===== config.mk =====
export PLATFORM = sky130hd
export DESIGN_NAME = mcx_cell
export DESIGN_NICKNAME = d
export VERILOG_FILES = /design/src/rtl/core/mcx_pkg.sv /design/src/rtl/core/mcx_cell.sv
export SDC_FILE = /design/constraint.sdc
export NUM_CORES = 1
export LEC_CHECK = 0
export ABC_AREA = 1
export BUFFER_PORTS_ARGS = -buffer_cell sky130_fd_sc_hd__buf_4
export CAP_MARGIN = 20
export CELL_PAD_IN_SITES_DETAIL_PLACEMENT = 0
export CELL_PAD_IN_SITES_GLOBAL_PLACEMENT = 1
export CORE_ASPECT_RATIO = 0.6
export CORE_MARGIN = 3
export CORE_UTILIZATION = 34
export CTS_CLUSTER_DIAMETER = 100
export DETAILED_ROUTE_END_ITERATION = 10
export GPL_ROUTABILITY_DRIVEN = 0
export PLACE_DENSITY_LB_ADDON = 0.1
export SYNTH_ARGS = -nofsm -noshare
export SYNTH_HDL_FRONTEND = slang
export SYNTH_SLANG_ARGS = --single-unit

===== constraint.sdc =====
create_clock -name clk -period 3.1 [get_ports clk]
set_input_delay 0.62 -clock clk [delete_from_list [all_inputs] [get_ports clk]]
set_output_delay 0.62 -clock clk [all_outputs]
set_load 0.01 [all_outputs]

===== src/rtl/core/mcx_pkg.sv =====
package mcx_pkg;

  localparam int VALUE_W   = 32;
  localparam int MAX_ITEMS = 1024;
  localparam int ADDR_W    = $clog2(MAX_ITEMS);
  localparam int CELLS     = 8;
  localparam int CNT_W     = $clog2(MAX_ITEMS + CELLS + 1);
  localparam int DR_W      = $clog2(CELLS + 2);

  typedef enum logic [2:0] {
    S_LOAD,
    S_PREP,
    S_FILL,
    S_SCAN,
    S_DRAIN,
    S_REDUCE,
    S_DONE
  } state_t;

  typedef struct packed {
    logic clr;
    logic shift;
    logic reduce;
  } cell_ctrl_t;

  // one-hot of the highest set bit
  function automatic logic [VALUE_W-1:0] top_onehot(input logic [VALUE_W-1:0] d);
    logic [VALUE_W-1:0] s;
    s = d;
    for (int i = 0; i < $clog2(VALUE_W); i++) begin
      s = s | (s >> (1 << i));
    end
    return d & ~(s >> 1);
  endfunction

endpackage


===== src/rtl/core/mcx_cell.sv =====
module mcx_cell (
  input  logic                       clk,
  input  logic                       rst,
  input  mcx_pkg::cell_ctrl_t        ctrl,
  input  logic [mcx_pkg::VALUE_W-1:0] topmask,
  input  logic [mcx_pkg::VALUE_W-1:0] held_in,
  input  logic                       hv_in,
  input  logic [mcx_pkg::VALUE_W-1:0] s_in,
  input  logic                       sv_in,
  input  logic [mcx_pkg::VALUE_W-1:0] best_in,
  output logic [mcx_pkg::VALUE_W-1:0] held_out,
  output logic                       hv_out,
  output logic [mcx_pkg::VALUE_W-1:0] s_out,
  output logic                       sv_out,
  output logic [mcx_pkg::VALUE_W-1:0] best_out
);
  import mcx_pkg::*;

  logic [VALUE_W-1:0] held;
  logic               hv;
  logic [VALUE_W-1:0] s;
  logic               sv;
  logic [VALUE_W-1:0] best;
  logic [VALUE_W-1:0] x;
  logic               hit;

  assign x   = held ^ s;
  assign hit = sv && hv && ((x & topmask) != '0) && (x < best);

  always_ff @(posedge clk) begin
    if (rst) begin
      hv <= 1'b0;
      sv <= 1'b0;
    end else begin
      sv <= sv_in;
      if (ctrl.shift) begin
        hv <= hv_in;
      end
    end
  end

  always_ff @(posedge clk) begin
    s <= s_in;
    if (ctrl.shift) begin
      held <= held_in;
    end
    if (ctrl.clr) begin
      best <= '1;
    end else if (ctrl.reduce) begin
      if (best_in < best) begin
        best <= best_in;
      end
    end else if (hit) begin
      best <= x;
    end
  end

  assign held_out = held;
  assign hv_out   = hv;
  assign s_out    = s;
  assign sv_out   = sv;
  assign best_out = best;

endmodule


After elaboration in Yosys (flattened, before gate mapping):

Cells that the tools add are included.

* bits in registers: 98
* bits of input ports: 135
* output and inout port bits: 98
* word-level logic and storage cells: 19

* order comparisons: 2
* equal/unequal tests: 1
* multiplexer cells: 3
* bitwise gates (word level): 2
* reductions and logical operators: 6

Operator list (number)
* two-way mux 32 bit: 3
* less-than comparator 32 bit: 2
* AND 32 bit: 1
* nonzero test 32 bit: 1
* bitwise XOR 32 bit: 1
* logical AND 1 bit: 3
* != test 2 x 1 -> 1 bit (second input constant): 1
* AND reduction 2 bit: 1
* nonzero test 2 bit: 1

Logic depth before layout (Yosys ltp):

* depth in word-level cells: 7
* mapped depth: 18
* gate-level depth less buffers: 17

Worst setup path before layout:

OpenSTA, ideal clock, no wires.

* path type: register -> register
* start: register held[17] (netlist: held_out[17])
* end: register best[11] (netlist: best_out[11])
* library setup time: 0.143 ns
* arrival: 2.148 ns
* required time: 2.957 ns
* slack: 0.810 ns
* stages on the path, launching flop included: 14
* buffers on the path: 1
* cells stage by stage: edfxtp_1 or2_2 and2_1 ha_1 nand2_1 inv_1 o21ai_0 a21oi_1 o21ba_2 nor2_2 nand2_4 buf_4 nand3_1 nand3_2

* longest elaborated chain between the ends: 7
* elaborated cells between the ends (all ways): 8
* classes of those cells: order compare (1); bitwise (2); reduce/logical (5)

Ends and longest elaborated chain
* start: declaration: line mcx_cell.sv:19 `logic [VALUE_W-1:0] held;`
* start signal: assignment: line mcx_cell.sv:45 `held <= held_in;`
* bitwise XOR 32 bit (*): line mcx_cell.sv:27 `assign x = held ^ s;`
* branches (longest 3 deep; another with less-than comparator 32 bit)
* logical AND 1 bit (*): line mcx_cell.sv:28 `assign hit = sv && hv && ((x & topmask) != '0) && (x < best);`
* nonzero test 2 bit (no source line) (*)
* AND reduction 2 bit (no source line) (*)
* end signal: assignment: line mcx_cell.sv:51 `best <= best_in;`
* end: declaration: line mcx_cell.sv:23 `logic [VALUE_W-1:0] best;`

Every way passes the cells marked *.
A chain may end at the register's enable or synchronous reset.

Final worst setup path:

* start: register held[5] (netlist: held_out[5])
* end: register best[30] (netlist: best_out[30])

Same word-level chain as after synthesis.

==> flow_summary.rst <==
.. list-table::
   :header-rows: 1

   * - Metric
     - Value
   * - Result of the run
     - finished, final reports clean
   * - Worst-case clock skew
     - approximately 0.011 ns
   * - Endpoints failing hold
     - 0
   * - Root buf cell
     - sky130_fd_sc_hd__clkbuf_16
   * - Post-CTS resize count
     - 0
   * - DR WL/cell
     - ~15 um
   * - Combined area of the multi-input logic cells
     - 0.00299 sq mm
   * - Boundary Pins
     - 233
   * - Post-CTS setup repair buffer count
     - 0
   * - Power density normalized to cell area
     - around 480 mW/mm^2
   * - Number of design-rule violations left by the first detailed-router iteration
     - 245
   * - Fraction of registers with async set/reset
     - 0
   * - Post-layout minimum cycle time
     - ~2.8 ns
   * - Clock latency on the worst-skew pair
     - between 0.3 and 0.4 ns
   * - Most frequent CP cell
     - sky130_fd_sc_hd__nand2_1
   * - Final net count
     - between 1000 and 1500
   * - Fraction of layout instances using a drive strength above 1
     - 0.314
   * - Hold Crit Start
     - s_in[7]
   * - Number of buffers created by CTS
     - 9
   * - Vias
     - 5347
   * - Highest-count cells in the layout ignoring fill and taps
     - sky130_fd_sc_hd__buf_4 (236), sky130_fd_sc_hd__nand2_1 (220), sky130_fd_sc_hd__nand3_1 (88)
   * - Final clock period utilization by the worst path
     - 0.918
   * - Sum Neg Setup Slack
     - 0 ns
   * - Area growth from synthesis to layout
     - 39.5%
   * - DRC
     - 0
   * - Number of input and output port buffers inserted
     - 232
   * - RSZ-0062 raised after global routing
     - false
   * - Synth Flop Type
     - sky130_fd_sc_hd__dfxtp_1
   * - Synthesis warning total
     - 0
   * - Y dimension of the die
     - 105 um
   * - Kind of cell adding the most delay to the critical path
     - simple AND/OR/NAND/NOR gates
   * - Gr usage total
     - 0.186
   * - Critical Path End Type
     - register
   * - Via count of the first global-routing pass
     - 5251
   * - Cells traversed along the worst timing path
     - or2_2 -> and2_1 -> ha_1 -> a21oi_1 -> nor2_1 -> a211oi_1 -> nand2_1 -> nand2_1 -> nand2_1 -> nand2_1 -> nand2_4 -> nand2_4 -> nand2_1 -> nand3_1
   * - Worst setup path start
     - held_out[5]$_DFFE_PP_
   * - Remaining number of nets flagged by the antenna check after routing
     - 0
   * - Worst-path cell with the longest stage delay
     - sky130_fd_sc_hd__edfxtp_1
   * - CTS H-Tree Depth
     - 3
   * - Max cap viols
     - 0
   * - Fmax achieved
     - about 0.35 GHz
   * - Crit path required time
     - between 3 and 4 ns
   * - Clock sink total
     - between 90 and 100
   * - Post-Synthesis Mean Instance Area
     - 7.97 sq um
   * - Number of buffers added to fix hold violations after cts
     - 0
   * - Largest net degree at the start of global routing
     - 35
   * - Number of flip-flops and latches in the synthesized netlist
     - 98
   * - Maximum fanout along the worst path
     - 32
   * - CTS tree
     - built
   * - Largest stage delay on the critical path
     - just over 0.4 ns
   * - Setup Crit Path Kind
     - register to register
   * - Effective utilization at floorplan
     - 0.355
   * - Post-DR vias/cell
     - roughly 4.7
   * - Netlist area before placement
     - 0.00559 sq mm
   * - Die ar.
     - about 0.018 sq mm
   * - Total setup violations reported at the end of the flow
     - 0
   * - First-pass GRT wire length
     - 26.8 mm
   * - Clock transition time at the flip-flop clock pins of the worst setup and hold paths
     - 0.07 ns
   * - Total detailed-routing wirelength
     - approximately 17 mm
   * - Net count after synthesis
     - 898
   * - Number of detailed-route iterations in the first pass
     - 4
   * - Buffers from clock root to sink, at most
     - 2
   * - Sequential cell area in the final layout
     - 0.00228 sq mm
   * - EDFF count, synth
     - 32
   * - Diode insertion count for antenna repair
     - 0
   * - GRT Residual Overflow
     - 0
   * - Count of standard-cell rows
     - 35
   * - Initial antenna violation count
     - 0
   * - Worst-case vdd ir drop
     - 270 uV
   * - Most common cell after layout, fill and taps aside
     - sky130_fd_sc_hd__buf_4
   * - Hold Crit Class
     - primary input to register
   * - Element type at the critical path start
     - register
   * - Syn Inst Count
     - between 700 and 800
   * - Reg2Reg Launch Point
     - held_out[5]$_DFFE_PP_
   * - Number of distinct library cells after synthesis
     - 30
   * - Fill cell instance count of the final layout
     - between 1500 and 2000
   * - Estimated wirelength of the detail-placed design
     - ~14 mm
   * - Final Hold Slack
     - 0.374 ns
   * - Worst relative slew slack
     - 0.589
   * - Crit path arrival time
     - 3.12 ns
   * - Buffers and inverters on the worst path
     - 0
   * - Sequential fraction of the synthesis area
     - 0.408
   * - Slew at the pin with the worst max-slew slack
     - roughly 0.62 ns
   * - Final number of max-transition violations
     - 0
   * - Die width
     - 172 um
   * - Std-Cell Core Area
     - 0.0157 sq mm
   * - Leakage power of the design
     - between 0.004 and 0.005 uW
## final timing paths
path | end | slack (ns) | cells past startpoint
worst min-delay path | s_out[7]$_DFF_P_ | 0.37 | 1
worst max-delay path | best_out[30]$_SDFFE_PP1P_ | 0.26 | 14
worst min register to register | best_out[5]$_SDFFE_PP1P_ | 0.53 | 2
worst max register to register | best_out[30]$_SDFFE_PP1P_ | 0.26 | 14
## cell usage after synthesis (13+ instances only)
master	count	area share
sky130_fd_sc_hd__nand3_1	88	0.079
sky130_fd_sc_hd__or2_2	17	0.019
sky130_fd_sc_hd__o21ai_0	13	0.012
sky130_fd_sc_hd__and2_1	27	0.030
sky130_fd_sc_hd__edfxtp_1	32	0.17
sky130_fd_sc_hd__nor2_1	21	0.014
sky130_fd_sc_hd__ha_1	62	0.14
sky130_fd_sc_hd__a21oi_1	33	0.030
sky130_fd_sc_hd__nand2_1	220	0.15
sky130_fd_sc_hd__inv_1	56	0.038
sky130_fd_sc_hd__dfxtp_1	66	0.24
## final cells by class
| class | instances | area share |
|---|---|---|
| Tap cell | 203 | 0.0326 |
| Multi-Input combinational cell | 528 | 0.383 |
| Clock buffer | 11 | 0.0324 |
| Timing Repair Buffer | 236 | 0.227 |
| Inverter | 56 | 0.0270 |
| Clock inverter | 5 | 0.00498 |
| Sequential cell | 98 | 0.293 |
## layer usage
metal | share of wire | track usage | vias to the layer above
li1 | - | - | 2772
met1 | 0.48 | 0.265 | 2368
met2 | 0.41 | 0.277 | 194
met3 | 0.10 | 0.0626 | 13
met4 | 0.0079 | 0.0287 | 0
met5 | 0 | 0 | -
## metrics by stage
| stage | std cells | cell area (sq um) | power [uW] | worst slack [ns] | util |
|---|---|---|---|---|---|
| after CTS | 1137 | 7800 | 3760 | 0.250 | 0.496 |
| after detailed placement | 1121 | 7500 | 2630 | 0.277 | 0.477 |
| after floorplan | 701 | 5590 | 2150 | 0.810 | - |
| after global routing | 1137 | 7800 | 3960 | 0.0142 | 0.496 |
| final | 1137 | 7800 | 3710 | 0.255 | 0.496 |
| after global placement | 1121 | 7500 | 2600 | 0.417 | 0.477 |
## sequential cells by signal, summed over array words and instances (netlist names)
name      flops
best_out     32
held_out     32
s_out        32
hv_out        1
sv_out        1
## report_power, final
group	total (uW)	switching, uW	internal [uW]
Sequential	1540	93.4	1440
Clock	1110	519	593
Combinational	1060	558	501
## cell families after synthesis
kind of cell / count (synthesis) / share of synthesized area
fa+ha+maj: 62 / 0.139
buf+inv: 75 / 0.0571
xor+xnor: 4 / 0.00627
simple gates: 411 / 0.341
flops: 98 / 0.408
compound gates: 50 / 0.0470
mux: 1 / 0.00179
(Power assumes the default switching activity.)
